<file path="config.mk">
export PLATFORM = sky130hd
export DESIGN_NAME = emap_cmp
export DESIGN_NICKNAME = d
export VERILOG_FILES = /design/src/rtl/emap_pkg.sv /design/src/rtl/emap_cmp.sv
export SDC_FILE = /design/constraint.sdc
export NUM_CORES = 1
export LEC_CHECK = 0
export BUFFER_PORTS_ARGS = -buffer_cell sky130_fd_sc_hd__buf_2
export CAP_MARGIN = 30
export CORE_MARGIN = 8
export CORE_UTILIZATION = 45
export DETAILED_ROUTE_END_ITERATION = 7
export PLACE_DENSITY = 0.73
export SLEW_MARGIN = 5
export SYNTH_ARGS = -nofsm -noshare
export SYNTH_HDL_FRONTEND = slang
export SYNTH_SLANG_ARGS = --single-unit
</file>
<file path="constraint.sdc">
create_clock -name vclk -period 3.6
set_input_delay 0.18 -clock vclk [all_inputs]
set_output_delay 0.18 -clock vclk [all_outputs]
set_load 0.01 [all_outputs]
</file>
<file path="src/rtl/emap_pkg.sv">
// Package for the extent map lookup block: request, response, table entry and compare result
// types, command codes and node constants. No dependencies.
`timescale 1ns / 1ps

package emap_pkg;

	localparam int MAX_ENTRIES_DEF = 512;
	localparam int ENTRY_BYTES = 12;
	localparam int ENTRY_BITS = ENTRY_BYTES * 8;
	localparam logic [15:0] NODE_MAGIC_OK = 16'hF30A;

	localparam logic [1:0] CMD_LOAD_HDR = 2'd0;
	localparam logic [1:0] CMD_LOAD_ENTRY = 2'd1;
	localparam logic [1:0] CMD_LOOKUP = 2'd2;

	typedef struct packed {
		logic [1:0]  cmd;
		logic [8:0]  slot;
		logic [15:0] hdr_magic;
		logic [15:0] hdr_count;
		logic [15:0] hdr_depth;
		logic [31:0] entry_first;
		logic [15:0] entry_len;
		logic [47:0] entry_target;
		logic [31:0] query_block;
	} req_t;

	typedef struct packed {
		logic [48:0] mapped_block;
		logic        found;
		logic        is_child;
	} rsp_t;

	// One stored entry, packed to the on-disk entry size.
	typedef struct packed {
		logic [31:0] first;
		logic [15:0] len;
		logic [47:0] target;
	} entry_t;

	// Result of checking one entry against the queried block.
	typedef struct packed {
		logic        leaf_hit;
		logic        past;
		logic [31:0] offset;
	} cmp_t;

endpackage

</file>
<file path="src/rtl/emap_cmp.sv">
// Shared compare unit: checks one table entry against the queried block.
// Depends on emap_pkg.
`timescale 1ns / 1ps

module emap_cmp (
	input  emap_pkg::entry_t entry,
	input  logic [31:0]      query,
	output emap_pkg::cmp_t   res
);
	import emap_pkg::*;

	logic [31:0] range_end;

	// The range end wraps modulo 2^32, so a wrapped extent covers nothing.
	assign range_end = entry.first + {16'd0, entry.len};

	always_comb begin
		res.leaf_hit = (query >= entry.first) && (query < range_end);
		res.past = entry.first > query;
		res.offset = query - entry.first;
	end

endmodule

</file>
==> reports/qor.yml, run 1 <==
floorplanning:
  floorplan.initialDensity_pct: 46.76
  coreArea_mm2: 0.007767
  die_area_mm2: 0.01120
  die_x_extent_um: 105.8
  die_height_um: 105.8
  io_pins: 162
  num_rows: 32
drt:
  drt_wl_total_um: 11850
  ant_nets: 0
  avgRoutedWirePerCell_um: 15.97
  first_pass_iters: 4
  routed_via_count_divided_by_cell_count: 5.709
  drt-initial-drc-count: 192
  remaining_drc_errors: 0
  via_count: 4236
finish:
  num-nets-final: 851
  num_antenna_cells: 0
  post_route_cells_drive_above_1_share_pct: 28.91
  clock_buffers: 0
  final_common_cell: "buf_2"
  nFlopsAndLatches: 0
  most-common-layout-cells: "buf_2, ha_1, a21oi_1"
  area.sequential_um2: 0
  post-route-util_pct: 59.75
  fillers: 757
  multiInputGateArea_mm2: 0.003510
  layout-area-overhead-vs-synth_pct: 27.76
logic_synthesis:
  share_of_the_synthesized_area_in_the_top_cell_type_pct: 27.21
  synth_top_cells_by_area: "ha_1, xnor2_1, a21oi_1, xor2_1, inv_1"
  post_synth_num_cell_types: 56
  avgSynthCellArea_um2: 7.193
  synth_cells: 505
  netlist_area_mm2: 0.003632
  synth-seq-area-share_pct: 0
  synthesis.nets: 714
  synth_top_area_cell: "ha_1"
  ys_warn_count: 0
setup_path:
  critical_path.startpoint: "entry[64]"
  critical_path_class: "input port to output port"
  cp.required_ns: 3.42
  crit_path_end_kind: "output port"
  crit_end: "res[33]"
  worstPathMaxFanout: 5
  cp.arrival_ns: 3.31
  worst_setup_path_start_kind: "input port"
power:
  clock_power_share_pct: 0
  power.sequential.fraction_pct: 0
  power.switching_fraction_pct: 55.75
  combinationalPowerShare_pct: 100.0
  vdd.ir_drop.worst_v: 0.0001255
  p_switching_uw: 517.5
  internal_power_uw: 410.7
  power_per_cell_area_mw_per_mm2: 200.0
  power_leakage_uw: 0.002346
timing:
  grt_setup_unrepaired: "true"
  post-route-min-period_ns: 3.491
  setup_tns_ns: 0
  finalMaxSlewViolations: 0
  timing.fmax_mhz: 286.4
  setup_violations: 0
  tightestPinTransition_ns: 0.4676
  timing.final.hold_violations: 0
  min_period_over_period_pct: 96.98
  max_transition_margin_pct: 68.75
grt:
  overall_global_routing_usage_pct: 19.59
  first_global_vias: 4231
  largest_net_degree_at_the_start_of_global_routing: 9
  antenna_found_initial: 0
  gr-total-overflow: 0
  wire_length_of_the_first_global_routing_pass_um: 19120
place:
  dp_hpwl_um: 10260
  gp_routability_congestion: 0.9677
  place.port_buffers: 114
outcome:
  run_status: "completed"
clock_tree:
  cts.hold.buffers_added: 0
run:
  maxCapViolations: 0
min_path:
  min-delay-path-class: "input port to output port"
-- final cells by class --
cell class                 count  share of cell area, %
timing repair buffer         145                  17.90
tap                          102                  2.750
multi-input combinational    449                  75.63
inverter                      46                  3.721
-- worst max-delay path: stages --
cell       delay [ns]
buf_8            0.08
ha_4             0.14
inv_2            0.04
fa_2             0.41
nor2b_4          0.15
o31ai_4          0.09
a21oi_2          0.24
o2111ai_2        0.18
a21boi_4         0.29
o21ai_2          0.08
xnor2_1          0.13
ha_1             0.32
nand4_1          0.12
nor3_2           0.31
o211ai_1         0.14
a31oi_1          0.19
a211oi_1         0.06
buf_2            0.16
-- synth_stat cells, types with 2 or more instances --
cell type,number
o21a_1,4
a31oi_1,8
o21ai_2,4
a21boi_0,3
o211ai_2,2
o21ai_1,8
o211ai_1,6
a21o_1,19
xnor2_1,40
a21oi_2,5
nand3_1,13
clkbuf_1,4
inv_1,45
fa_1,2
nor2b_1,4
or2_2,2
nand4_1,10
nand2b_1,8
a211o_1,2
nor3_1,6
a21oi_1,58
a211oi_1,6
xor2_1,20
o31ai_1,4
buf_2,5
nor4_1,2
nand2_1,42
o2111ai_2,2
o21bai_1,3
a221oi_1,2
and3_1,8
and4_1,4
ha_1,79
nor2_1,28
o21ai_0,26
-- kinds of logic after synthesis --
family	after synthesis	synth area share, %
compound gates	179	34.14
simple gates	129	17.12
buf+inv	56	5.959
fa+ha+maj	81	28.32
xor+xnor	60	14.47
-- worst min-delay path by stage --
stage	start	end	cells past startpoint
final	query[0]	res[0]	5
after global routing	query[0]	res[0]	5
after CTS	query[0]	res[0]	5
after detailed placement	query[0]	res[0]	5
after global placement	query[0]	res[0]	5
after floorplan	entry[64]	res[0]	2
-- per-stage QoR --
step	instances	setup WS (ns)	area (um^2)	total power [uW]	hold WS [ns]
after detailed placement	740	-0.06724	4504	887.9	0.8403
after floorplan	505	0.3794	3632	576.8	0.5347
after global routing	742	-0.08632	4641	1025	0.8825
after global placement	740	0.02407	4504	867.4	0.8395
final	742	0.1086	4641	928.1	0.8425
after CTS	741	0.01119	4526	897.9	0.8397
-- power by group through the flow --
| stage | Clock, uW | Sequential [uW] | Combinational, uW |
|---|---|---|---|
| 2_1_floorplan | 0 | 0 | 577 |
| 3_3_place_gp | 0 | 0 | 867 |
| 3_5_place_dp | 0 | 0 | 888 |
| 4_1_cts | 0 | 0 | 898 |
| 5_1_grt | 0 | 0 | 1030 |
| 6_report | 0 | 0 | 928 |
-- what timing repair did --
action / CTS / global route
gates resized for setup: 2 / 27
pin swaps: 2 / 28
setup endpoints to repair: 1 / 1
buffers inserted: 1 / 3
-- metal layers --
layer	part of all wire (%)	vias to the layer above	GRT usage, %
li1	-	2129	-
met1	45	1965	24.76
met2	49	126	35.97
met3	5.4	16	1.644
met4	1.1	0	2.111
met5	0	-	0
No activity file was read; power rests on OpenSTA's default activity.
==> run 2, diff against run 1 <==
--- a/config.mk
+++ b/config.mk
@@ -7,10 +7,12 @@
 export LEC_CHECK = 0
 export BUFFER_PORTS_ARGS = -buffer_cell sky130_fd_sc_hd__buf_2
 export CAP_MARGIN = 30
+export CELL_PAD_IN_SITES_DETAIL_PLACEMENT = 0
+export CELL_PAD_IN_SITES_GLOBAL_PLACEMENT = 1
 export CORE_MARGIN = 8
-export CORE_UTILIZATION = 45
+export CORE_UTILIZATION = 35
 export DETAILED_ROUTE_END_ITERATION = 7
-export PLACE_DENSITY = 0.73
+export PLACE_DENSITY = 0.82
 export SLEW_MARGIN = 5
 export SYNTH_ARGS = -nofsm -noshare
 export SYNTH_HDL_FRONTEND = slang
==> run 2 against run 1 <==
  * Via count shrank 0.64%
  * Hold slack lost 0.0043 ns
  * Power grew 3.3%
  * Global-route usage shrank 2.4 points
  * Worst setup slack lost 0.081 ns
  * Clock-buffer cell count is the same
  * Combinational power grew 3.3%
  * Core utilization shrank 13 points
  * Sequential cell count is the same
==> reports/qor.yml, run 2 (synthesized netlist as in run 1, its figures left out) <==
setup_path:
  crit_slowest_cell: "ha_1"
  critical_path_class: "input port to output port"
  worstPathMaxFanout: 5  # unchanged
  cp.required_ns: 3.42  # about the same
  timing.critical_path.max_delay_family: "compound AO/OA/AOI/OAI gates"
  worstPathBufferInverterCount: 6  # +3
  max_stage_delay_ns: 0.33  # -0.08 ns
  crit_path_cell_trace: "buf_2 > ha_1 > a21o_1 > a221oi_2 > o21ai_1 > a41oi_2 > buf_4 > o21ai_2 > buf_6 > buf_4 > nand2_1 > xnor2_1 > ha_1 > nand4_1 > buf_4 > a21oi_1 > o21bai_1 > a31oi_2 > a211oi_2 > buf_2"
  cp.arrival_ns: 3.39  # +0.08 ns
  worst_setup_path_start_kind: "input port"
  crit_path_end_kind: "output port"
  crit_path_frequent_cell: "buf_4"
grt:
  largest_net_degree_at_the_start_of_global_routing: 9  # unchanged
  overall_global_routing_usage_pct: 17.21  # -2.4 points
  global_routing_usage_on_met3_pct: 1.199  # -0.45 points
  grt_busiest_layer: "met2"
  wire_length_of_the_first_global_routing_pass_um: 20970  # +9.7%
  gr-usage-met1_pct: 22.03  # -2.7 points
  antenna_found_initial: 0  # unchanged
  met2_usage_pct: 31.37  # -4.6 points
  first_global_vias: 4352  # +2.9%
  gr-total-overflow: 0  # unchanged
timing:
  tightestPinTransition_ns: 0.5916  # +0.1241 ns
  timing.final.hold_violations: 0  # unchanged
  min_period_over_period_pct: 99.23  # +2.2 points
  max_transition_margin_pct: 60.19  # -8.6 points
  setup_ws_ns: 0.02774  # -0.08084 ns
  grt_setup_unrepaired: "true"
  finalMaxSlewViolations: 0  # unchanged
  timing.fmax_mhz: 279.9  # -2.3%
  setup_violations: 0  # unchanged
  post-route-min-period_ns: 3.572  # +0.08084 ns
finish:
  post-route-util_pct: 47.06  # -13 points
  post_route_cells_drive_above_1_share_pct: 31.29  # +2.4 points
  most-common-layout-cells: "buf_2, ha_1, a21oi_1"
  num_antenna_cells: 0  # unchanged
  clock_buffers: 0  # unchanged
  num-nets-final: 863  # +1.4%
  nFlopsAndLatches: 0  # unchanged
  layout.cells.non_filler: 788  # +6.2%
  final_common_cell: "buf_2"
  fillers: 1075  # +42%
  layout-area-overhead-vs-synth_pct: 31.97
  finish.instance_area_mm2: 0.004793  # +3.3%
  area.sequential_um2: 0  # unchanged
  multiInputGateArea_mm2: 0.003526  # +0.46%
outcome:
  run_status: "completed"
place:
  place.port_buffers: 114  # unchanged
  place_ws_ns: -0.2333  # -0.1660 ns
  placement.cell_area_mm2: 0.004607  # +2.3%
  dp_hpwl_um: 11010  # +7.3%
  place.detailed.instances: 782  # +5.7%
  gp_routability_congestion: 0.8924  # -7.8%
floorplanning:
  num_rows: 37  # +16%
  die_height_um: 117.9  # +11%
  coreArea_mm2: 0.01018  # +31%
  die_area_mm2: 0.01389  # +24%
  die_x_extent_um: 117.9  # +11%
  floorplan.initialDensity_pct: 35.66  # -11 points
  io_pins: 162  # unchanged
min_path:
  hold_path_endpoint: "res[0]"
  min-delay-path-class: "input port to output port"
  hold_path_startpoint: "query[0]"
  min_delay_path_depth: 5  # unchanged
drt:
  remaining_drc_errors: 0  # unchanged
  drt_wl_total_um: 12500  # +5.5%
  via_count: 4209  # -0.64%
  first_pass_iters: 4  # unchanged
  ant_nets: 0  # unchanged
  avgRoutedWirePerCell_um: 15.87  # -0.67%
  drt-initial-drc-count: 179  # -6.8%
  routed_via_count_divided_by_cell_count: 5.341  # -6.4%
power:
  power_leakage_uw: 0.002412  # +2.8%
  vdd.ir_drop.worst_v: 0.00007766  # -38%
  power_per_cell_area_mw_per_mm2: 200.1  # about the same
  finalPower_uw: 959.1  # +3.3%
clock_tree:
  cts.hold.buffers_added: 0  # unchanged
run:
  maxCapViolations: 0  # unchanged
[run 2: cell types whose count changed in the layout (fill, tap and decap cells not counted), moves of 2 or more]
cell     previous run  this run
a31oi_2             1         3
buf_4              28        38
a21oi_2             8        10
buf_6               4         7
a31oi_1             8         6
a21oi_1            55        53
o21ai_2             4         7
[run 2: worst max-delay path by stage]
stage | cells after the start | to | startpoint
final | 20 | res[33] | entry[55]
after detailed placement | 19 | res[33] | entry[64]
after global routing | 19 | res[33] | entry[65]
after global placement | 19 | res[33] | entry[64]
after CTS | 19 | res[33] | entry[48]
after floorplan | 16 | res[33] | entry[48]
[run 2: what timing repair did]
| item | CTS | global route |
|---|---|---|
| pin swaps | 13 | 22 |
| endpoints found under the setup margin | 1 | 1 |
| setup buffers | 1 | 6 |
| gates resized for setup | 20 | 16 |
| hold endpoints to repair | 0 | 0 |
[run 2: through the flow]
step	hold WS [ns]	TNS (ns)
floorplan	0.5347	0
global placement	0.8321	-0.08988
detailed placement	0.8447	-0.2333
CTS	0.8447	0
global route	0.8860	-0.1164
finish	0.8382	0
[run 2: cell type report]
class | instances | share of cell area (%)
multi-input cells | 449 | 73.56
inverters | 46 | 3.602
well taps | 136 | 3.550
repair buffers | 157 | 19.29
[run 2: worst min-delay path: stages]
cell and delay [ns]:
buf_2 0.09, inv_1 0.06, ha_1 0.15, inv_1 0.04, buf_2 0.13
[run 2: metal layers]
layer	vias to the layer above	part of all wire [%]	routed length (um)
met3	12	3.9	485
met5	-	0	0
met4	0	1.1	141
met1	1953	46	5777
met2	97	49	6100
li1	2147	-	-
[run 2: report_power, final]
group          internal, uW  switching (uW)
clock                     0               0
combinational           424             535
sequential                0               0
